[config.mk]
export PLATFORM = sky130hd
export DESIGN_NAME = priority_sort_dvfs_scheduler
export DESIGN_NICKNAME = d
export VERILOG_FILES = /design/src/rtl/psds_pkg.sv /design/src/rtl/psds_front.sv /design/src/rtl/psds_queue.sv /design/src/rtl/psds_back.sv /design/src/rtl/priority_sort_dvfs_scheduler.sv
export SDC_FILE = /design/constraint.sdc
export NUM_CORES = 2
export LEC_CHECK = 0
export BUFFER_PORTS_ARGS = -buffer_cell sky130_fd_sc_hd__buf_2
export CORE_MARGIN = 3
export CORE_UTILIZATION = 40
export DETAILED_ROUTE_END_ITERATION = 8
export PLACE_DENSITY = 0.51
export SETUP_SLACK_MARGIN = 0.4
export SLEW_MARGIN = 20
export SYNTH_ARGS = -nofsm -noshare
export SYNTH_HDL_FRONTEND = slang
export SYNTH_SLANG_ARGS = --single-unit
[constraint.sdc]
create_clock -name clock -period 23.2 [get_ports clock]
set_input_delay 1.16 -clock clock [delete_from_list [all_inputs] [get_ports clock]]
set_output_delay 1.16 -clock clock [all_outputs]
set_load 0.01 [all_outputs]
[src/rtl/psds_pkg.sv]
// shared types and constants for the priority sort dvfs scheduler
`timescale 1ns / 1ps
package psds_pkg;

   localparam int SLOTS_DEFAULT = 8;
   localparam int CSR_IDX_W     = 3;
   localparam int CSR_DATA_W    = 16;
   localparam int PCT_SCALE     = 100;

   localparam logic [CSR_IDX_W-1:0] CSR_THRESHOLD = 3'd0;
   localparam logic [CSR_IDX_W-1:0] CSR_HIGH_FREQ = 3'd1;
   localparam logic [CSR_IDX_W-1:0] CSR_LOW_FREQ  = 3'd2;
   localparam logic [CSR_IDX_W-1:0] CSR_ACTIVE_PW = 3'd3;
   localparam logic [CSR_IDX_W-1:0] CSR_IDLE_PW   = 3'd4;

   localparam logic [6:0]  THRESHOLD_RST = 7'd70;
   localparam logic [11:0] HIGH_FREQ_RST = 12'd2000;
   localparam logic [11:0] LOW_FREQ_RST  = 12'd1000;
   localparam logic [15:0] ACTIVE_PW_RST = 16'd1200;
   localparam logic [15:0] IDLE_PW_RST   = 16'd300;

   typedef struct packed {
      logic [7:0]  task_id;
      logic [15:0] exec_time_ms;
      logic [7:0]  priority_req;
      logic        last_task;
   } req_word_type;

   typedef struct packed {
      logic [7:0]  out_task_id;
      logic [7:0]  out_priority;
      logic [15:0] out_exec_time_ms;
      logic [6:0]  load_pct;
      logic        high_freq_sel;
      logic [11:0] freq_mhz;
      logic [15:0] power_mw;
      logic        is_idle_record;
      logic        overflow;
      logic        last_result;
   } rsp_word_type;

   // one sorted task or the idle marker, passed from front to back
   typedef struct packed {
      logic [7:0]  task_id;
      logic [7:0]  priority_val;
      logic [15:0] exec_time_ms;
      logic        idle;
      logic        ovf;
   } tok_type;

   typedef struct packed {
      logic [6:0]  threshold;
      logic [11:0] high_freq;
      logic [11:0] low_freq;
      logic [15:0] active_pw;
      logic [15:0] idle_pw;
   } cfg_type;

endpackage

[src/rtl/psds_front.sv]
// front end: loads a batch into an insertion-sorted row of cells, then drains it
`timescale 1ns / 1ps
module psds_front
   import psds_pkg::*;
#(
   parameter int SLOTS = SLOTS_DEFAULT,
   parameter int TW    = 19
) (
   input  logic          clock,
   input  logic          reset,
   input  logic          req_valid,
   input  req_word_type  req_word,
   output logic          req_stall,
   output logic          q_push,
   output tok_type       q_tok,
   output logic [TW-1:0] q_total,
   input  logic          q_full
);

   localparam int CW = $clog2(SLOTS + 1);

   logic          drain_ff, drain_in;
   logic [CW-1:0] cnt_ff, cnt_in;
   logic [CW-1:0] left_ff, left_in;
   logic [TW-1:0] total_ff, total_in;
   logic          drop_ff, drop_in;
   logic [7:0]    id_ff  [SLOTS];
   logic [7:0]    id_in  [SLOTS];
   logic [7:0]    pri_ff [SLOTS];
   logic [7:0]    pri_in [SLOTS];
   logic [15:0]   tim_ff [SLOTS];
   logic [15:0]   tim_in [SLOTS];
   logic [SLOTS-1:0] le;
   logic          acc;
   logic          room;

   assign req_stall = drain_ff;
   assign acc       = req_valid & ~drain_ff;
   assign room      = cnt_ff < CW'(SLOTS);

   // sorted cells: le is a prefix of ones, new word goes after the last one (stable)
   always_comb begin
      for (int j = 0; j < SLOTS; j++) begin
         le[j] = (CW'(j) < cnt_ff) && (pri_ff[j] <= req_word.priority_req);
      end
   end

   assign q_total = total_ff;

   always_comb begin
      q_tok.task_id      = id_ff[0];
      q_tok.priority_val = pri_ff[0];
      q_tok.exec_time_ms = tim_ff[0];
      q_tok.idle         = 1'b0;
      q_tok.ovf          = drop_ff;
      if (left_ff == '0) begin
         q_tok.task_id      = '0;
         q_tok.priority_val = '0;
         q_tok.exec_time_ms = '0;
         q_tok.idle         = 1'b1;
      end
   end

   always_comb begin
      drain_in = drain_ff;
      cnt_in   = cnt_ff;
      left_in  = left_ff;
      total_in = total_ff;
      drop_in  = drop_ff;
      q_push   = 1'b0;
      for (int j = 0; j < SLOTS; j++) begin
         id_in[j]  = id_ff[j];
         pri_in[j] = pri_ff[j];
         tim_in[j] = tim_ff[j];
      end
      if (acc) begin
         if (room) begin
            for (int j = 0; j < SLOTS; j++) begin
               if (!le[j]) begin
                  if (j == 0 || le[(j == 0) ? 0 : j-1]) begin
                     id_in[j]  = req_word.task_id;
                     pri_in[j] = req_word.priority_req;
                     tim_in[j] = req_word.exec_time_ms;
                  end else begin
                     id_in[j]  = id_ff[(j == 0) ? 0 : j-1];
                     pri_in[j] = pri_ff[(j == 0) ? 0 : j-1];
                     tim_in[j] = tim_ff[(j == 0) ? 0 : j-1];
                  end
               end
            end
            cnt_in   = cnt_ff + CW'(1);
            total_in = total_ff + TW'(req_word.exec_time_ms);
         end else begin
            drop_in = 1'b1;
         end
         if (req_word.last_task) begin
            drain_in = 1'b1;
            left_in  = cnt_in;
         end
      end else if (drain_ff && !q_full) begin
         q_push = 1'b1;
         if (left_ff != '0) begin
            // shift the row toward the head
            for (int j = 0; j < SLOTS - 1; j++) begin
               id_in[j]  = id_ff[j+1];
               pri_in[j] = pri_ff[j+1];
               tim_in[j] = tim_ff[j+1];
            end
            left_in = left_ff - CW'(1);
         end else begin
            drain_in = 1'b0;
            cnt_in   = '0;
            total_in = '0;
            drop_in  = 1'b0;
         end
      end
   end

   always_ff @(posedge clock) begin
      if (reset) begin
         drain_ff <= 1'b0;
         cnt_ff   <= '0;
         left_ff  <= '0;
         total_ff <= '0;
         drop_ff  <= 1'b0;
      end else begin
         drain_ff <= drain_in;
         cnt_ff   <= cnt_in;
         left_ff  <= left_in;
         total_ff <= total_in;
         drop_ff  <= drop_in;
      end
   end

   always_ff @(posedge clock) begin
      for (int j = 0; j < SLOTS; j++) begin
         id_ff[j]  <= id_in[j];
         pri_ff[j] <= pri_in[j];
         tim_ff[j] <= tim_in[j];
      end
   end

endmodule

[src/rtl/psds_queue.sv]
// short fifo between the front and back ends
`timescale 1ns / 1ps
module psds_queue
   import psds_pkg::*;
#(
   parameter int DW = 60
) (
   input  logic          clock,
   input  logic          reset,
   input  logic          push,
   input  logic [DW-1:0] wdata,
   output logic          full,
   input  logic          pop,
   output logic [DW-1:0] rdata,
   output logic          empty
);

   localparam int DEPTH = 4;
   localparam int AW    = $clog2(DEPTH);

   logic [DW-1:0] mem_ff [DEPTH];
   logic [AW-1:0] wp_ff, rp_ff;
   logic [AW:0]   cnt_ff;

   assign full  = cnt_ff == (AW+1)'(DEPTH);
   assign empty = cnt_ff == '0;
   assign rdata = mem_ff[rp_ff];

   always_ff @(posedge clock) begin
      if (reset) begin
         wp_ff  <= '0;
         rp_ff  <= '0;
         cnt_ff <= '0;
      end else begin
         if (push) wp_ff <= wp_ff + AW'(1);
         if (pop)  rp_ff <= rp_ff + AW'(1);
         if (push && !pop)      cnt_ff <= cnt_ff + (AW+1)'(1);
         else if (pop && !push) cnt_ff <= cnt_ff - (AW+1)'(1);
      end
   end

   always_ff @(posedge clock) begin
      if (push) mem_ff[wp_ff] <= wdata;
   end

endmodule

[src/rtl/psds_back.sv]
// back end: load share and power by iterative division, result register
`timescale 1ns / 1ps
module psds_back
   import psds_pkg::*;
#(
   parameter int TW = 19
) (
   input  logic          clock,
   input  logic          reset,
   input  cfg_type       cfg,
   input  logic          q_empty,
   input  tok_type       q_tok,
   input  logic [TW-1:0] q_total,
   output logic          q_pop,
   output logic          rsp_valid,
   output rsp_word_type  rsp_word,
   input  logic          rsp_stall
);

   localparam int RW = TW + 7;

   localparam logic [2:0] S_IDLE = 3'd0;
   localparam logic [2:0] S_PCT  = 3'd1;
   localparam logic [2:0] S_SEL  = 3'd2;
   localparam logic [2:0] S_CHK  = 3'd3;
   localparam logic [2:0] S_PWR  = 3'd4;

   logic [2:0]    st_ff, st_in;
   logic [3:0]    step_ff, step_in;
   tok_type       tok_ff, tok_in;
   logic [TW-1:0] tot_ff, tot_in;
   logic [RW-1:0] rem_ff, rem_in;
   logic [6:0]    pct_ff, pct_in;
   logic          hsel_ff, hsel_in;
   logic [11:0]   freq_ff, freq_in;
   logic [27:0]   prem_ff, prem_in;
   logic [15:0]   pw_ff, pw_in;
   logic          rsp_valid_ff, rsp_valid_in;
   rsp_word_type  rsp_word_ff, rsp_word_in;
   logic [RW-1:0] pdiv;
   logic [27:0]   wdiv;
   logic          emit;

   assign pdiv = RW'(tot_ff) << step_ff[2:0];
   assign wdiv = 28'(cfg.high_freq) << step_ff;

   assign q_pop     = (st_ff == S_IDLE) && !q_empty && !rsp_valid_ff;
   assign rsp_valid = rsp_valid_ff;
   assign rsp_word  = rsp_word_ff;

   always_comb begin
      st_in   = st_ff;
      step_in = step_ff;
      tok_in  = tok_ff;
      tot_in  = tot_ff;
      rem_in  = rem_ff;
      pct_in  = pct_ff;
      hsel_in = hsel_ff;
      freq_in = freq_ff;
      prem_in = prem_ff;
      pw_in   = pw_ff;
      emit    = 1'b0;
      case (st_ff)
         S_IDLE: begin
            if (q_pop) begin
               tok_in = q_tok;
               tot_in = q_total;
               rem_in = RW'(q_tok.exec_time_ms) * RW'(PCT_SCALE);
               pct_in = '0;
               step_in = 4'd6;
               if (!q_tok.idle) st_in = S_PCT;
            end
         end
         S_PCT: begin
            if (rem_ff >= pdiv) begin
               rem_in = rem_ff - pdiv;
               pct_in[step_ff[2:0]] = 1'b1;
            end
            if (step_ff == '0) st_in = S_SEL;
            else step_in = step_ff - 4'd1;
         end
         S_SEL: begin
            // a zero total gives a zero share
            if (tot_ff == '0) pct_in = '0;
            hsel_in = pct_in > cfg.threshold;
            freq_in = hsel_in ? cfg.high_freq : cfg.low_freq;
            prem_in = 28'(cfg.active_pw) * 28'(freq_in);
            st_in   = S_CHK;
         end
         S_CHK: begin
            pw_in   = '0;
            step_in = 4'd15;
            if (cfg.high_freq == '0 || prem_ff >= {cfg.high_freq, 16'd0}) begin
               pw_in = '1;
               emit  = 1'b1;
               st_in = S_IDLE;
            end else begin
               st_in = S_PWR;
            end
         end
         S_PWR: begin
            if (prem_ff >= wdiv) begin
               prem_in = prem_ff - wdiv;
               pw_in[step_ff] = 1'b1;
            end
            if (step_ff == '0) begin
               emit  = 1'b1;
               st_in = S_IDLE;
            end else begin
               step_in = step_ff - 4'd1;
            end
         end
         default: st_in = S_IDLE;
      endcase
   end

   always_comb begin
      rsp_valid_in = rsp_valid_ff && rsp_stall;
      rsp_word_in  = rsp_word_ff;
      if (q_pop && q_tok.idle) begin
         rsp_valid_in = 1'b1;
         rsp_word_in  = '0;
         rsp_word_in.freq_mhz       = cfg.low_freq;
         rsp_word_in.power_mw       = cfg.idle_pw;
         rsp_word_in.is_idle_record = 1'b1;
         rsp_word_in.overflow       = q_tok.ovf;
         rsp_word_in.last_result    = 1'b1;
      end else if (emit) begin
         rsp_valid_in = 1'b1;
         rsp_word_in.out_task_id      = tok_ff.task_id;
         rsp_word_in.out_priority     = tok_ff.priority_val;
         rsp_word_in.out_exec_time_ms = tok_ff.exec_time_ms;
         rsp_word_in.load_pct         = pct_ff;
         rsp_word_in.high_freq_sel    = hsel_ff;
         rsp_word_in.freq_mhz         = freq_ff;
         rsp_word_in.power_mw         = pw_in;
         rsp_word_in.is_idle_record   = 1'b0;
         rsp_word_in.overflow         = tok_ff.ovf;
         rsp_word_in.last_result      = 1'b0;
      end
   end

   always_ff @(posedge clock) begin
      if (reset) begin
         st_ff        <= S_IDLE;
         rsp_valid_ff <= 1'b0;
      end else begin
         st_ff        <= st_in;
         rsp_valid_ff <= rsp_valid_in;
      end
   end

   always_ff @(posedge clock) begin
      step_ff     <= step_in;
      tok_ff      <= tok_in;
      tot_ff      <= tot_in;
      rem_ff      <= rem_in;
      pct_ff      <= pct_in;
      hsel_ff     <= hsel_in;
      freq_ff     <= freq_in;
      prem_ff     <= prem_in;
      pw_ff       <= pw_in;
      rsp_word_ff <= rsp_word_in;
   end

endmodule

[src/rtl/priority_sort_dvfs_scheduler.sv]
// top level of the priority sort dvfs scheduler
//
// usage:
// req channel takes one task word per cycle while req_stall is low. words of a
// batch are kept sorted by priority (ties in arrival order) as they arrive.
// the word with last_task set closes the batch: req_stall then stays high while
// the sorted tasks and one idle record move into a four-entry queue, one a
// cycle while it has room. words beyond the slot count are dropped and flagged
// in overflow. rsp channel gives one word per task, then the idle record with
// last_result. in the back end a task word goes through the pop, 7 steps of
// the share divider, a select and multiply step, a range check, 16 steps of
// the power divider and the handoff out of the result register. when the power
// saturates the power divider is skipped. the idle record goes from the pop
// straight to the result register. the next word leaves the queue only once
// the result register is empty, so a stalled receiver stops the back end; the
// front end drains into it until full and loads a new batch once drained.
// reset (synchronous, active high) empties the batch, the queue and the result
// register and loads the default register values.
// csr_we writes csr_wdata into the register selected by csr_index; unknown
// indexes are ignored. write only while the block is idle.
`timescale 1ns / 1ps
module priority_sort_dvfs_scheduler
   import psds_pkg::*;
#(
   parameter int TASK_SLOTS = SLOTS_DEFAULT
) (
   input  logic                  clock,
   input  logic                  reset,
   input  logic                  req_valid,
   input  req_word_type          req_word,
   output logic                  req_stall,
   output logic                  rsp_valid,
   output rsp_word_type          rsp_word,
   input  logic                  rsp_stall,
   input  logic                  csr_we,
   input  logic [CSR_IDX_W-1:0]  csr_index,
   input  logic [CSR_DATA_W-1:0] csr_wdata
);

   localparam int TW = $clog2(TASK_SLOTS * 65535 + 1);
   localparam int DW = $bits(tok_type) + TW;

   cfg_type       cfg_ff;
   logic          q_push, q_full, q_pop, q_empty;
   tok_type       f_tok, b_tok;
   logic [TW-1:0] f_total, b_total;
   logic [DW-1:0] q_rdata;

   always_ff @(posedge clock) begin
      if (reset) begin
         cfg_ff.threshold <= THRESHOLD_RST;
         cfg_ff.high_freq <= HIGH_FREQ_RST;
         cfg_ff.low_freq  <= LOW_FREQ_RST;
         cfg_ff.active_pw <= ACTIVE_PW_RST;
         cfg_ff.idle_pw   <= IDLE_PW_RST;
      end else if (csr_we) begin
         case (csr_index)
            CSR_THRESHOLD: cfg_ff.threshold <= csr_wdata[6:0];
            CSR_HIGH_FREQ: cfg_ff.high_freq <= csr_wdata[11:0];
            CSR_LOW_FREQ:  cfg_ff.low_freq  <= csr_wdata[11:0];
            CSR_ACTIVE_PW: cfg_ff.active_pw <= csr_wdata;
            CSR_IDLE_PW:   cfg_ff.idle_pw   <= csr_wdata;
            default: ;
         endcase
      end
   end

   psds_front #(.SLOTS(TASK_SLOTS), .TW(TW)) u_front (
      .clock     (clock),
      .reset     (reset),
      .req_valid (req_valid),
      .req_word  (req_word),
      .req_stall (req_stall),
      .q_push    (q_push),
      .q_tok     (f_tok),
      .q_total   (f_total),
      .q_full    (q_full)
   );

   psds_queue #(.DW(DW)) u_queue (
      .clock (clock),
      .reset (reset),
      .push  (q_push),
      .wdata ({f_tok, f_total}),
      .full  (q_full),
      .pop   (q_pop),
      .rdata (q_rdata),
      .empty (q_empty)
   );

   assign b_tok   = q_rdata[DW-1:TW];
   assign b_total = q_rdata[TW-1:0];

   psds_back #(.TW(TW)) u_back (
      .clock     (clock),
      .reset     (reset),
      .cfg       (cfg_ff),
      .q_empty   (q_empty),
      .q_tok     (b_tok),
      .q_total   (b_total),
      .q_pop     (q_pop),
      .rsp_valid (rsp_valid),
      .rsp_word  (rsp_word),
      .rsp_stall (rsp_stall)
   );

`ifndef SYNTHESIS
   a_no_push_full: assert property (@(posedge clock) disable iff (reset)
      !(q_push && q_full && !q_pop))
      else $error("queue overrun");
   a_no_pop_empty: assert property (@(posedge clock) disable iff (reset)
      q_pop |-> !q_empty)
      else $error("queue underrun");
   a_last_is_idle: assert property (@(posedge clock) disable iff (reset)
      (rsp_valid && rsp_word.last_result) |-> rsp_word.is_idle_record)
      else $error("last word is not the idle record");
   a_pct_range: assert property (@(posedge clock) disable iff (reset)
      rsp_valid |-> (rsp_word.load_pct <= 7'd100))
      else $error("load share out of range");
`endif

endmodule

Word level (Yosys, flattened, before mapping) --
Memories as Yosys holds them, arrays and structs flattened. A register that Yosys moved wholly into a read port is not among the register bits. Cells that the tools add are included.
Storage, ports and cells: register bits 319, bits in latches 0, RAM bits 468, memory bits (read-only) 0, input port bits 57, output and inout bits 73, logic and storage cells 280, memories 4
Operators by class: add/sub/neg operators 10, multiply operators 2, div/mod/pow operators 0, order comparisons 25, equality and inequality tests 20, shift operators 2, multiplexer cells 121, bitwise operators 4, reductions and logical operators 56
Memories:
- u_queue.mem_ff | words 4, width 53, rd ports 1, clocked after memory_dff 1, wr ports 1, line psds_queue.sv:21 | logic [DW-1:0] mem_ff [DEPTH];
- u_front.tim_ff | words 8, width 16, rd ports 8, clocked after memory_dff 0, wr ports 8, line psds_front.sv:31 | logic [15:0] tim_ff [SLOTS];
- u_front.id_ff | words 8, width 8, rd ports 8, clocked after memory_dff 0, wr ports 8, line psds_front.sv:27 | logic [7:0] id_ff [SLOTS];
- u_front.pri_ff | words 8, width 8, rd ports 8, clocked after memory_dff 0, wr ports 8, line psds_front.sv:29 | logic [7:0] pri_ff [SLOTS];
Operators with widths (number):
- $mux 112 | 3
- $mux 56 | 6
- $mux 16 | 18
- $mux 8 | 32
- $mux 128 | 1
- $mux 64 | 2
- $mux 19 | 4
- $le 8x8->1 | 8
- $mux 31 | 2
- $ge 28x28->1 | 2
- $pmux 28 s2 | 1
- $mux 26 | 2
- $pmux 26 s2 | 1
- $mux 4 | 10
- $mux 33 | 1
- $pmux 16 s2 | 1
- $mul 16x12->28 | 1
- $mux 28 | 1
- $mux 7 | 4
- $shl 12x4->28 | 1
- $sub 28x28->28 | 1
- $ge 26x26->1 | 1
- $shl 19x3->26 | 1
- $sub 26x26->26 | 1
- other kinds (49) | 135

Longest topological paths before layout --
depth in word-level cells 9, depth in mapped cells 36, depth with buffers taken out 34

Modules after synthesis --
From an unflattened synthesis, not the netlist that was laid out.
Second synthesis, totals: cells, all modules 4267, area, all modules 47229.0 µm²
By module, submodules not included:
- psds_back | instances 1, cells each 2253, area an instance 20556.0 µm², sequential area each 5995.8 µm²
- psds_front | instances 1, cells each 1452, area an instance 15987.8 µm², sequential area each 8267.9 µm²
- psds_queue | instances 1, cells each 321, area an instance 8140.3 µm², sequential area each 6546.3 µm²
- priority_sort_dvfs_scheduler | instances 1, cells each 241, area an instance 2544.9 µm², sequential area each 1261.2 µm²

Least setup slack after synthesis --
No wires, ideal clock.
path type register to register, start reg u_back.tot_ff[10], end reg u_back.prem_ff[26], data pin, library setup time 259 ps, arrival 7729 ps, data required time 22941 ps, slack 15213 ps, cell stages (with the launch flop) 33, buffers on the path 2, period minus slack after synthesis 7987 ps, cell sequence edfxtp_1 -> nor4_1 -> nand4_1 -> nor4_1 -> nor2b_1 -> ha_1 -> nor2b_1 -> o21a_1 -> o21ai_0 -> nand2_1 -> o21ai_1 -> buf_2 -> nand2_1 -> o21ai_1 -> buf_2 -> nand2_1 -> fa_1 -> fa_1 -> inv_1 -> fa_1 -> fa_1 -> inv_1 -> fa_1 -> inv_1 -> ha_1 -> a21oi_1 -> o211ai_1 -> a22o_1 -> a31oi_1 -> a31oi_1 -> a41oi_1 -> nor4b_1 -> a211o_1
Between the ends: word-level cells in the longest chain between the ends 7
Ends and longest elaborated chain:
- from (decl) | line psds_back.sv:31 | logic [TW-1:0] tot_ff, tot_in;
- from (signal assigned) | line psds_back.sv:156 | tot_ff <= tot_in;
- $logic_not 19->1 | line psds_back.sv:84 | if (tot_ff == '0) pct_in = '0;
- $mux 7 | line psds_back.sv:84
- $mux 7 | line psds_back.sv:63 | case (st_ff)
- $gt 7x7->1 | line psds_back.sv:85 | hsel_in = pct_in > cfg.threshold;
- $mux 12 | line psds_back.sv:86 | freq_in = hsel_in ? cfg.high_freq : cfg.low_freq;
- $mul 16x12->28 | line psds_back.sv:87 | prem_in = 28'(cfg.active_pw) * 28'(freq_in);
- $pmux 28 s2 | line psds_back.sv:63
- named net u_back.prem_in[26] | line psds_back.sv:36 | logic [27:0] prem_ff, prem_in;
- to (signal assigned) | line psds_back.sv:161 | prem_ff <= prem_in;
- to (decl) | line psds_back.sv:36
The timed path passes the listed nets, and every way through them passes these cells. The select of a mux whose other input is x is not followed. A chain may end at the register's enable or synchronous reset.

Final worst setup path --
start reg u_back.tot_ff[0], end reg u_back.prem_ff[26], data pin
Same word-level chain as after synthesis.

==> impl_metrics.csv <==
group,metric,value,unit
timing,hold_viol_final,0,
floorplanning,io_pins,130,
clock_tree,h-tree-depth,3,
clock_tree,cts_setup_buffers,0,
timing,setup_slack,14260,ps
clock_tree,clk_latency,680,ps
run_status,status,"finished, final reports clean",
drt,detail-route-antenna-nets,0,
place,preCtsSetupSlack,14120,ps
timing,rsz0062_at_grt,"no",
floorplanning,core-area,115000,um2
yosys,synthMostInstantiatedCell,"nand2_1",
worst_setup_path,reg2reg_depth,32,
clock_tree,holdBufCountCts,0,
power,p_per_area,148,nW/um2
timing,setup_tns,0,ps
layout,nets,4816,
worst_setup_path,worst_path_largest_cell_delay,790,ps
yosys,syn_inst,4291,
yosys,synth_area_leaders,"edfxtp_1 40%, ha_1 7.3%, dfxtp_1 6.9%",
global_routing,grt_max_degree,95,
layout,fillers,10900,
worst_setup_path,crit_slowest_cell,"nor4_1",
floorplanning,die_y,348,um
global_routing,overflow,0,
yosys,ys_ff_latch,789,
global_routing,grt_pass1_vias,31400,
drt,drt-total-wl,123,mm
drt,wl_per_cell,20.8,um
yosys,synth_area_leader_cell,"edfxtp_1",
timing,tightest_slew,1060,ps
worst_setup_path,cpMostUsedCell,"fa_1",
timing,min_period_over_period,38.5,%
drt,drc_errors,0,
timing,max_freq,0.112,GHz
worst_setup_path,critPathKind,"reg -> reg",
global_routing,antenna_found_initial,8,
clock_tree,cts.repair.resized,0,
floorplanning,start_util,40.6,%
worst_hold_path,whs_path_depth,2,
worst_setup_path,cp_num_cells,32,
clock_tree,clock_sinks,789,
worst_setup_path,critical_path.max_fanout,24,
power,p_leak,20.4,nW
yosys,avgSynthCellArea,10.9,um2
yosys,synth_nets,4777,
clock_tree,clock_path_buffers,3,
yosys,synth-edff-count,627,
timing,fin_skew,37.8,ps
worst_setup_path,arrival,9340,ps
yosys,synth.top_cell.area_share,40.3,%
worst_setup_path,cp_top_family,"adder cells",
flow_run,max_cap_violations,0,
yosys,synth_common_cells,"676 x nand2_1, 627 x edfxtp_1, 310 x inv_1",
worst_setup_path,end_kind,"flop",
clock_tree,cts_buffers,93,
power,power.total,7.67,mW
floorplanning,die_area,121000,um2
yosys,async_flop_share,0,%
worst_setup_path,startpoint_type,"flop",
yosys,ys_seq_area_share,47.2,%
layout,area_delta_synth_final,10.9,%
yosys,ys_types,92,
drt,drtIter0Drc,2652,
place,port_buffers,129,
floorplanning,core.rowCount,124,
layout,drive_gt1_share,11.8,%
timing,slew_viol_final,0,
layout,insertedDiodeCount,0,
power,ir_worst_vdd,0.200,mV
worst_setup_path,crit_buf_inv,5,
timing,slew_headroom,29.5,%
place,gp_congestion,0.843,
timing,setup_viol,0,
clock_tree,root_buffer,"clkbuf_16",
drt,via_count,31900,
clock_tree,clk_pin_slew,60,ps
timing,holdWs,443,ps
worst_setup_path,required,23600,ps
clock_tree,cts_tree,"yes",
drt,via_per_inst,5.40,
yosys,yosysWarnings,0,
timing,min_period,8940,ps
floorplanning,die_x,348,um
worst_hold_path,hold_class,"reg -> reg",
drt,drt_pre_antenna_iters,6,
yosys,synthesis.area,46800,um2
place,dp_hpwl,86.2,mm
global_routing,grt_pass1_wl,192,mm
global_routing,grt_util_all_layers,20.2,%
yosys,ys.flop_type,"edfxtp_1",
-- path summary, 6_finish.rpt --
check	from	end	slack, ps
worst max-delay path	u_back.tot_ff[0]	u_back.prem_ff[26]	14260
worst min-delay path	u_back.tok_ff[24]	u_back.rsp_word[61]	440
worst max register to register	u_back.tot_ff[0]	u_back.prem_ff[26]	14260
worst min register to register	u_back.tok_ff[24]	u_back.rsp_word[61]	440
-- placed cells by master, fill, tap and decap left out, types with 128 or more instances in the layout --
cell	instances
nand2_1	675
edfxtp_1	627
inv_1	310
ha_1	274
o21ai_0	254
mux2i_1	242
a21oi_1	184
nor2_1	179
dfxtp_1	160
fa_1	155
buf_2	128
-- layer usage --
layer	share of wire [%]	up-vias	routed length (um)	global-route usage (%)
met5	0.037	-	45	0
met4	1.6	8	1980	4.37
met3	5.2	119	6370	2.92
met2	44	771	54300	30.6
met1	49	15800	60400	30.6
li1	-	15200	-	-
-- power breakdown --
group | internal, mW | total [mW] | switching (mW)
logic | 1.68 | 4.13 | 2.45
clock network | 0.826 | 1.44 | 0.613
registers | 1.97 | 2.11 | 0.139
-- logic make-up (layout without fill, tap and decap cells) --
group                    count (synthesis)  in the layout  share of synthesized area, %
AO/OA/AOI/OAI                          825            825                          10.7
XOR/XNOR                                96             96                          1.80
adder cells (fa/ha/maj)                429            429                          14.0
buffers and inverters                  560            678                          4.87
flip-flops                             789            789                          47.2
multiplexers                           348            348                          9.30
AND/OR/NAND/NOR                       1244           1244                          12.1
-- sequential cells by signal, indices dropped and copies added, names as in the netlist, 26 cells and up, named ones only --
signal,cells
cfg_ff,63
u_back.prem_ff,28
u_back.rem_ff,26
u_back.rsp_word,70
u_back.tok_ff,33
u_front.id_ff,64
u_front.pri_ff,64
u_front.tim_ff,128
u_queue.mem_ff,212
-- metrics by stage --
step                      instances  area (um2)  utilization [%]
after floorplan                4291       46800                -
after global placement         5747       48800             42.4
after detailed placement       5747       48800             42.4
after CTS                      5921       51800             45.0
after global routing           5921       51800             45.0
final                          5921       51800             45.0
-- worst reg2reg max path, delay by kind of cell (launching register included) --
kind | cells | cell delay [ps]
simple gates | 9 | 2010
fa+ha+maj | 7 | 3300
flops | 1 | 440
buf+inv | 5 | 720
compound gates | 11 | 2220
-- final cells by class --
| class | count | area, um2 | share of cell area (%) |
|---|---|---|---|
| Inverter | 313 | 1170 | 2.27 |
| Clock inverter | 52 | 419 | 0.808 |
| Timing Repair Buffer | 191 | 1110 | 2.15 |
| Sequential cell | 789 | 22100 | 42.6 |
| Tap cell | 1512 | 1890 | 3.65 |
| Clock buffer | 122 | 2590 | 5.00 |
| Multi-Input combinational cell | 2942 | 22600 | 43.6 |
Note: power is estimated with default switching activity, not from simulation.
